### src/bra_pkg.sv
// Shared types and codes for the bitmap run block allocator.
// Holds the command and result transaction types, operation and status codes.
// No dependencies.
`default_nettype none
package bra_pkg;

	localparam int WORD_W = 8;

	localparam logic [1:0] FN_ALLOC  = 2'd0;
	localparam logic [1:0] FN_FREE   = 2'd1;
	localparam logic [1:0] FN_SINGLE = 2'd2;
	localparam logic [1:0] FN_QUERY  = 2'd3;

	localparam logic [1:0] ST_OK    = 2'd0;
	localparam logic [1:0] ST_OOM   = 2'd1;
	localparam logic [1:0] ST_RANGE = 2'd2;
	localparam logic [1:0] ST_FREED = 2'd3;

	typedef struct packed {
		logic [1:0]  func;
		logic [10:0] run_length;
		logic [9:0]  block_index;
	} cmd_t;

	typedef struct packed {
		logic [1:0]  status;
		logic [9:0]  run_start;
		logic [10:0] free_blocks;
		logic [10:0] longest_free_run;
	} rsp_t;

endpackage
`default_nettype wire

### src/bra_ram.sv
// Generic simple dual-port RAM with one write port and a registered read port.
// No dependencies.
`default_nettype none
module bra_ram #(
	parameter int WIDTH = 8,
	parameter int DEPTH = 128,
	parameter int AW    = 7
) (
	input  wire logic             clk,
	input  wire logic             we,
	input  wire logic [AW-1:0]    waddr,
	input  wire logic [WIDTH-1:0] wdata,
	input  wire logic [AW-1:0]    raddr,
	output logic      [WIDTH-1:0] rdata
);
	logic [WIDTH-1:0] mem [DEPTH];

	always_ff @(posedge clk) begin
		if (we) begin
			mem[waddr] <= wdata;
		end
		rdata <= mem[raddr];
	end
endmodule
`default_nettype wire

### src/bitmap_run_block_allocator.sv
// First-fit contiguous block allocator over a used/free bitmap held in a RAM.
// Depends on bra_pkg and bra_ram.
//
// The bitmap lives in a RAM of 8-bit words and every command that is not rejected walks
// it one word per cycle. A query reads every word of the pool; an allocation scans the
// words until the first fitting run ends and then rewrites the words the run covers; a
// run free rewrites the covered words; a single free rewrites the one word that holds
// its block; rejected commands answer without touching the map. After reset and after
// every total_blocks write the block sweeps all ceil(MAX_BLOCKS/8) words of the RAM to
// zero with busy high. A total_blocks write is taken only while the block is idle and
// start is low. Results appear for one cycle with done high and cannot be stalled.
`default_nettype none
module bitmap_run_block_allocator #(
	parameter int MAX_BLOCKS = 1024
) (
	input  wire logic          clk,
	input  wire logic          arst_n,
	input  wire logic          start,
	output logic               busy,
	input  wire bra_pkg::cmd_t cmd,
	output logic               done,
	output bra_pkg::rsp_t      rsp,
	input  wire logic          cfg_valid,
	output logic               cfg_ready,
	input  wire logic [10:0]   cfg_data
);
	import bra_pkg::*;

	localparam int NWORDS = (MAX_BLOCKS + WORD_W - 1) / WORD_W;
	localparam int AW     = (NWORDS > 1) ? $clog2(NWORDS) : 1;
	localparam int IW     = (AW + 3 > 12) ? AW + 3 : 12;

	localparam logic [1:0] S_CLEAR = 2'd0;
	localparam logic [1:0] S_IDLE  = 2'd1;
	localparam logic [1:0] S_SCAN  = 2'd2;
	localparam logic [1:0] S_RMW   = 2'd3;

	function automatic logic [10:0] clamp_total(input logic [10:0] v);
		logic [10:0] r;
		r = v;
		if (r == 11'd0) r = 11'd1;
		if (int'(r) > MAX_BLOCKS) r = 11'(MAX_BLOCKS);
		return r;
	endfunction

	logic [1:0]    state_q;
	logic [10:0]   total_q, free_q;
	logic [AW-1:0] ptr_q, wa_s1;
	logic          iss_q, pend_s1, done_q;
	logic [10:0]   cur_q, best_q, len_q, max_q;
	logic [IW-1:0] lo_q, hi_q;
	logic [1:0]    op_q, status_q;

	logic               ram_we;
	logic [AW-1:0]      ram_waddr;
	logic [WORD_W-1:0]  ram_wdata, ram_rdata;

	logic [IW-1:0] tot_iw, base, endp;
	logic [AW-1:0] last_w, hi_w, end_w;
	logic [10:0]   c_n, best_n;
	logic          fnd;
	logic [WORD_W-1:0] mask, new_word;
	logic [3:0]    cnt;
	logic [IW-1:0] idx_iw, fr_end;

	assign tot_iw = IW'(total_q);
	assign base   = IW'(wa_s1) << 3;
	assign last_w = AW'((tot_iw - IW'(1)) >> 3);
	assign hi_w   = AW'(hi_q >> 3);
	assign end_w  = (state_q == S_SCAN) ? last_w : hi_w;
	assign idx_iw = IW'(cmd.block_index);
	assign fr_end = idx_iw + IW'(cmd.run_length);

	always_comb begin
		logic [IW-1:0] pos;
		logic          u;
		c_n    = cur_q;
		best_n = best_q;
		fnd    = 1'b0;
		endp   = '0;
		for (int b = 0; b < WORD_W; b++) begin
			pos = base + IW'(b);
			u   = ram_rdata[b] | (pos >= tot_iw);
			if (!fnd) begin
				if (u) begin
					c_n = 11'd0;
				end else begin
					c_n = c_n + 11'd1;
					if (c_n > best_n) best_n = c_n;
					if (op_q == FN_ALLOC && c_n >= len_q) begin
						fnd  = 1'b1;
						endp = pos;
					end
				end
			end
		end
	end

	always_comb begin
		logic [IW-1:0] pos;
		mask = '0;
		for (int b = 0; b < WORD_W; b++) begin
			pos     = base + IW'(b);
			mask[b] = (pos >= lo_q) && (pos <= hi_q);
		end
		new_word = (op_q == FN_ALLOC) ? (ram_rdata | mask) : (ram_rdata & ~mask);
		cnt = 4'd0;
		for (int b = 0; b < WORD_W; b++) begin
			cnt = cnt + 4'(ram_rdata[b] & mask[b]);
		end
	end

	always_comb begin
		ram_we    = 1'b0;
		ram_waddr = ptr_q;
		ram_wdata = '0;
		if (state_q == S_CLEAR) begin
			ram_we = 1'b1;
		end else if (state_q == S_RMW && pend_s1) begin
			ram_we    = 1'b1;
			ram_waddr = wa_s1;
			ram_wdata = new_word;
		end
	end

	bra_ram #(.WIDTH(WORD_W), .DEPTH(NWORDS), .AW(AW)) u_map (
		.clk   (clk),
		.we    (ram_we),
		.waddr (ram_waddr),
		.wdata (ram_wdata),
		.raddr (ptr_q),
		.rdata (ram_rdata)
	);

	always_ff @(posedge clk or negedge arst_n) begin
		if (!arst_n) begin
			state_q <= S_CLEAR;
			ptr_q   <= '0;
			total_q <= clamp_total(11'd1024);
			free_q  <= clamp_total(11'd1024);
			done_q  <= 1'b0;
			pend_s1 <= 1'b0;
			iss_q   <= 1'b0;
		end else if (cfg_valid && cfg_ready) begin
			total_q <= clamp_total(cfg_data);
			free_q  <= clamp_total(cfg_data);
			state_q <= S_CLEAR;
			ptr_q   <= '0;
			done_q  <= 1'b0;
			pend_s1 <= 1'b0;
			iss_q   <= 1'b0;
		end else begin
			done_q <= 1'b0;
			case (state_q)
				S_CLEAR: begin
					ptr_q <= ptr_q + AW'(1);
					if (ptr_q == AW'(NWORDS - 1)) state_q <= S_IDLE;
				end
				S_IDLE: begin
					if (start) begin
						op_q     <= cmd.func;
						len_q    <= cmd.run_length;
						cur_q    <= '0;
						best_q   <= '0;
						iss_q    <= 1'b1;
						pend_s1  <= 1'b0;
						status_q <= ST_OK;
						max_q    <= '0;
						lo_q     <= '0;
						case (cmd.func)
							FN_ALLOC: begin
								ptr_q <= '0;
								if (cmd.run_length == 11'd0) begin
									status_q <= ST_RANGE;
									done_q   <= 1'b1;
								end else if (cmd.run_length > free_q) begin
									status_q <= ST_OOM;
									done_q   <= 1'b1;
								end else begin
									state_q <= S_SCAN;
								end
							end
							FN_FREE: begin
								ptr_q <= AW'(idx_iw >> 3);
								lo_q  <= idx_iw;
								hi_q  <= fr_end - IW'(1);
								if (cmd.run_length == 11'd0 || fr_end > tot_iw) begin
									status_q <= ST_RANGE;
									done_q   <= 1'b1;
								end else begin
									state_q <= S_RMW;
								end
							end
							FN_SINGLE: begin
								ptr_q <= AW'(idx_iw >> 3);
								lo_q  <= idx_iw;
								hi_q  <= idx_iw;
								if (idx_iw >= tot_iw) begin
									status_q <= ST_RANGE;
									done_q   <= 1'b1;
								end else begin
									state_q <= S_RMW;
								end
							end
							default: begin
								ptr_q   <= '0;
								state_q <= S_SCAN;
							end
						endcase
					end
				end
				S_SCAN, S_RMW: begin
					pend_s1 <= iss_q;
					wa_s1   <= ptr_q;
					if (iss_q) begin
						ptr_q <= ptr_q + AW'(1);
						if (ptr_q == end_w) iss_q <= 1'b0;
					end
					if (pend_s1 && state_q == S_SCAN) begin
						cur_q  <= c_n;
						best_q <= best_n;
						if (fnd) begin
							lo_q    <= endp + IW'(1) - IW'(len_q);
							hi_q    <= endp;
							ptr_q   <= AW'((endp + IW'(1) - IW'(len_q)) >> 3);
							iss_q   <= 1'b1;
							pend_s1 <= 1'b0;
							state_q <= S_RMW;
						end else if (wa_s1 == last_w) begin
							done_q  <= 1'b1;
							state_q <= S_IDLE;
							if (op_q == FN_ALLOC) begin
								status_q <= ST_OOM;
							end else begin
								max_q <= best_n;
							end
						end
					end
					if (pend_s1 && state_q == S_RMW) begin
						if (op_q != FN_ALLOC) free_q <= free_q + 11'(cnt);
						if (wa_s1 == hi_w) begin
							done_q  <= 1'b1;
							state_q <= S_IDLE;
							if (op_q == FN_ALLOC) begin
								free_q <= free_q - len_q;
							end else if (op_q == FN_SINGLE && cnt == 4'd0) begin
								status_q <= ST_FREED;
							end
						end
					end
				end
				default: state_q <= S_IDLE;
			endcase
		end
	end

	assign busy      = (state_q != S_IDLE);
	assign cfg_ready = (state_q == S_IDLE) && !start;
	assign done      = done_q;

	always_comb begin
		rsp.status           = status_q;
		rsp.run_start        = (status_q == ST_OK && op_q == FN_ALLOC) ? 10'(lo_q) : 10'd0;
		rsp.free_blocks      = free_q;
		rsp.longest_free_run = max_q;
	end

	a_free_bounded: assert property (@(posedge clk) disable iff (!arst_n)
		free_q <= total_q) else $error("free count above block count");
	a_write_in_pool: assert property (@(posedge clk) disable iff (!arst_n)
		(state_q == S_RMW && pend_s1) |-> wa_s1 <= last_w)
		else $error("map write past the pool");
	a_start_answers: assert property (@(posedge clk) disable iff (!arst_n)
		(start && !busy && !cfg_valid) |=> (busy || done))
		else $error("accepted transaction neither busy nor answered");
	a_start_zero: assert property (@(posedge clk) disable iff (!arst_n)
		(done && rsp.status != ST_OK) |-> rsp.run_start == 10'd0)
		else $error("run start given for failed transaction");
endmodule
`default_nettype wire

### config.mk
export PLATFORM = sky130hd
export DESIGN_NAME = bitmap_run_block_allocator
export DESIGN_NICKNAME = d
export VERILOG_FILES = /design/src/bra_pkg.sv /design/src/bra_ram.sv /design/src/bitmap_run_block_allocator.sv
export SDC_FILE = /design/constraint.sdc
export NUM_CORES = 2
export LEC_CHECK = 0
export CELL_PAD_IN_SITES_DETAIL_PLACEMENT = 0
export CELL_PAD_IN_SITES_GLOBAL_PLACEMENT = 2
export CORE_AREA = 3 3 353 355
export CTS_CLUSTER_SIZE = 8
export DETAILED_ROUTE_END_ITERATION = 8
export DIE_AREA = 0 0 356 358
export DONT_BUFFER_PORTS = 1
export GPL_ROUTABILITY_DRIVEN = 1
export PLACE_DENSITY_LB_ADDON = 0.1
export SLEW_MARGIN = 20
export SYNTH_ARGS = -nofsm -noshare
export SYNTH_HDL_FRONTEND = slang
export SYNTH_SLANG_ARGS = --single-unit
export TNS_END_PERCENT = 50
### constraint.sdc
create_clock -name clk -period 28.1 [get_ports clk]
set_clock_uncertainty 0.2 [all_clocks]
set_input_delay 0 -clock clk [delete_from_list [all_inputs] [get_ports clk]]
set_output_delay 0 -clock clk [all_outputs]
set_load 0.02 [all_outputs]
==> results_dict.tcl <==
set metrics [dict create \
    drive_above_1_share_pct 17.3 \
    die_w_um 356 \
    synth-seq-cells 1145 \
    grt_overflow 0 \
    finalCritPeriodShare_pct 83.6 \
    reg2reg_to "max_q[1]" \
    nets 4419 \
    grt_pass1_vias 36620 \
    io_buffer_count 0 \
    cp_max_fo 19 \
    rsz0062_at_grt "no" \
    cts_resized 0 \
    setup_violations 0 \
    cts_root_buf "clkbuf_16" \
    syn2layout_area_growth_pct 12.8 \
    cp_data_required_time_ns 28.46 \
    clk_path_buf_depth 3 \
    power-per-cell-area_nw_per_um2 56.4 \
    antenna_found_initial 4 \
    cp.arrival_ns 23.86 \
    final_max_slew_viol_count 0 \
    synth_cells 3946 \
    clk_pin_slew_ns 0.06 \
    fin_area_um2 65700 \
    drt_iter0_drc 3499 \
    worst_ir_drop_vdd_mv 0.0650 \
    hold_ws_ns 0.0800 \
    dpl.cell_count 5458 \
    fin_crit_ns 23.50 \
    cts_tree "yes" \
    clock_latency_ns 0.78 \
    max_freq_ghz 0.0425 \
    rr_worst_depth 133 \
    path_class "reg -> reg" \
    netlist-cell-type-count 126 \
    vias_per_cell 6.29 \
    dp.final_hpwl_um 117000 \
    worst_slew_pin_slew_ns 1.22 \
    rows 128 \
    ys_seq_area_share_pct 58.6 \
    yosysTopAreaCellShare_pct 56.9 \
    gr-usage-all-layers_pct 27.4 \
    r2r_slack_ns 4.60 \
    drt-wirelength-per-cell_um 30.2 \
    firstDrtPassIters 6 \
    postPlaceCellArea_um2 60100 \
    critPathSlowestCell "edfxtp_1" \
    r2r_start "cur_q[0]" \
    synth_edf_count 1103 \
    syn_nets 4283 \
    combPwrFrac_pct 1.8 \
    ys_warn_count 0 \
    critPathCapture "max_q[1]" \
    h-tree-depth 4 \
    end_kind "register" \
    yosysTopAreaCell "edfxtp_1" \
    grt_max_degree 117 \
    synthArstFlopShare_pct 2.97 \
    setup.worst_path.start "cur_q[0]" \
    ioPinCount 75 \
    drt-total-wl_um 174000 \
    status "finished, final reports clean" \
    fp.dieArea_um2 127000 \
    finalHoldViolCount 0 \
    synth_flop_cell "edfxtp_1" \
    fin_cells 5748 \
    drc 0 \
    numCtsBuffers 162 \
    core_area_um2 122000 \
    vias 36154 \
    power.switching_mw 0.768 \
    setup_tns_ns 0 \
    ant_nets 0 \
    slew_headroom_pct 17.9 \
    die_h_um 358 \
    swShare_pct 20.7 \
    initial_utilization_pct 47.8 \
    place_congestion 0.949 \
    crit_top_cell "o21a_1" \
    clock_power_share_pct 48.1 \
    syn-cell-area_um2 58200 \
    internal_power_mw 2.94 \
    grt_pass1_wl_um 254000 \
    cp_slowest_stage_delay_ns 0.80 \
    synthTopCellsByArea "edfxtp_1, mux4_2, ha_1" \
    seq_power_share_pct 50.1 \
    synth.avg_cell_area_um2 14.8 \
    p_leak_nw 19.3 \
    cts.sink_count 1145 \
    hp-class "in -> reg" \
    start_kind "register" \
    diodes 0 \
    maxCapViolCount 0 \
    finalPower_mw 3.70 \
]
-- kinds of logic (layout without fill, tap and decap cells) --
logic type,after synthesis,count (layout),synth area share [%]
flip-flops,1145,1145,58.6
AO/OA/AOI/OAI,685,685,8.06
buffers and inverters,335,512,2.23
XOR/XNOR,116,116,1.77
multiplexers,438,438,14.8
AND/OR/NAND/NOR,928,928,7.96
adder cells (fa/ha/maj),299,299,6.53
-- cell type report --
cell class / count / area (um2)
well taps: 1625 / 2030
clock inverters: 18 / 429
flip-flops and latches: 1145 / 34100
inverters: 170 / 641
fillers: 9896 / 56000
clock buffers: 187 / 4180
repair buffers: 137 / 1360
multi-input cells: 2466 / 22900
-- flip-flops by register name, indices dropped and copies added, names as in the netlist, 7 cells and up --
register	count
u_map.mem	1024
hi_q	12
lo_q	12
best_q	11
cur_q	11
free_q	11
len_q	11
max_q	11
total_q	11
u_map.rdata	8
ptr_q	7
wa_s1	7
-- placed cells by master, fill, tap and decap left out, types with 57 or more instances in the layout --
cell type,n
edfxtp_1,1103
mux4_2,336
ha_1,291
nor2_1,268
nand2_1,195
a21oi_1,172
inv_1,165
o21ai_0,164
clkbuf_16,163
dlygate4sd3_1,79
xnor2_1,74
nand3_1,72
mux2i_1,69
o21a_1,67
nor2b_1,57
-- critical path, delay by kind of cell (launching register included) --
kind            cells  cell delay (ns)
xor+xnor            1             0.37
compound gates     73            12.67
flops               1             0.80
mux                 6             2.02
buf+inv             8             1.18
fa+ha+maj           8             2.32
simple gates       37             3.70
-- synth_stat cells, types with 8 or more instances --
| library cell | number |
|---|---|
| dfxtp_1 | 8 |
| nor4_1 | 26 |
| o31a_1 | 13 |
| and3_1 | 19 |
| a21oi_1 | 172 |
| nor2_1 | 277 |
| o2111ai_1 | 9 |
| buf_1 | 43 |
| edfxtp_1 | 1103 |
| or3_1 | 21 |
| a22oi_1 | 11 |
| nor2b_1 | 58 |
| and2_1 | 32 |
| xor2_1 | 40 |
| o21bai_1 | 11 |
| nor3_1 | 45 |
| o21ai_0 | 164 |
| nand4_1 | 55 |
| or2_2 | 14 |
| nand3b_1 | 13 |
| xnor2_1 | 74 |
| nand2b_1 | 45 |
| nand2_1 | 202 |
| clkbuf_1 | 107 |
| a211oi_1 | 29 |
| dfrtp_1 | 32 |
| nand3_1 | 73 |
| mux2_2 | 30 |
| buf_2 | 8 |
| o22ai_1 | 17 |
| o21ai_1 | 9 |
| a31oi_1 | 10 |
| o211ai_1 | 21 |
| inv_1 | 165 |
| mux2i_1 | 69 |
| fa_1 | 8 |
| o21a_1 | 67 |
| mux4_2 | 336 |
| a21o_1 | 25 |
| ha_1 | 291 |
-- per-layer routing --
layer	up-vias	GRT usage [%]	wire length (um)
li1	15839	-	-
met1	18749	37.4	72800
met4	0	9.16	5510
met2	1290	45.8	85300
met3	276	3.52	9920
met5	-	0	0
-- repair_timing --
action	in CTS	in global routing
setup buffers	0	0
endpoints found under the setup margin	0	0
hold endpoints to repair	173	0
hold buffers	81	0
-- worst min-delay path by stage --
| stage | from | end | slack, ns | depth (start not counted) |
|---|---|---|---|---|
| 2_1_floorplan | arst_n | done | -0.50 | 0 |
| 3_3_place_gp | arst_n | free_q[9] | -0.49 | 0 |
| 3_5_place_dp | arst_n | free_q[9] | -0.49 | 0 |
| 4_1_cts | cmd[6] | lo_q[6] | 0.007 | 3 |
| 5_1_grt | cmd[8] | status_q[1] | 0.07 | 6 |
| 6_report | cmd[4] | lo_q[4] | 0.08 | 3 |
-- power groups by stage --
stage               Sequential (mW)  Clock (mW)  Combinational, mW
global placement               1.89           0             0.0518
finish                         1.85        1.78             0.0676
global route                   1.85        1.89             0.0746
CTS                            1.85        1.82             0.0670
detailed placement             1.89           0             0.0529
floorplan                      1.88           0             0.0395
-- per-stage QoR --
stage	utilization (%)	setup slack, ns
after floorplan	-	7.53
after global placement	49.4	4.86
after detailed placement	49.4	4.83
after CTS	53.9	4.72
after global routing	54.0	2.49
final	54.0	4.60
Note: power is estimated with default switching activity, not from simulation.
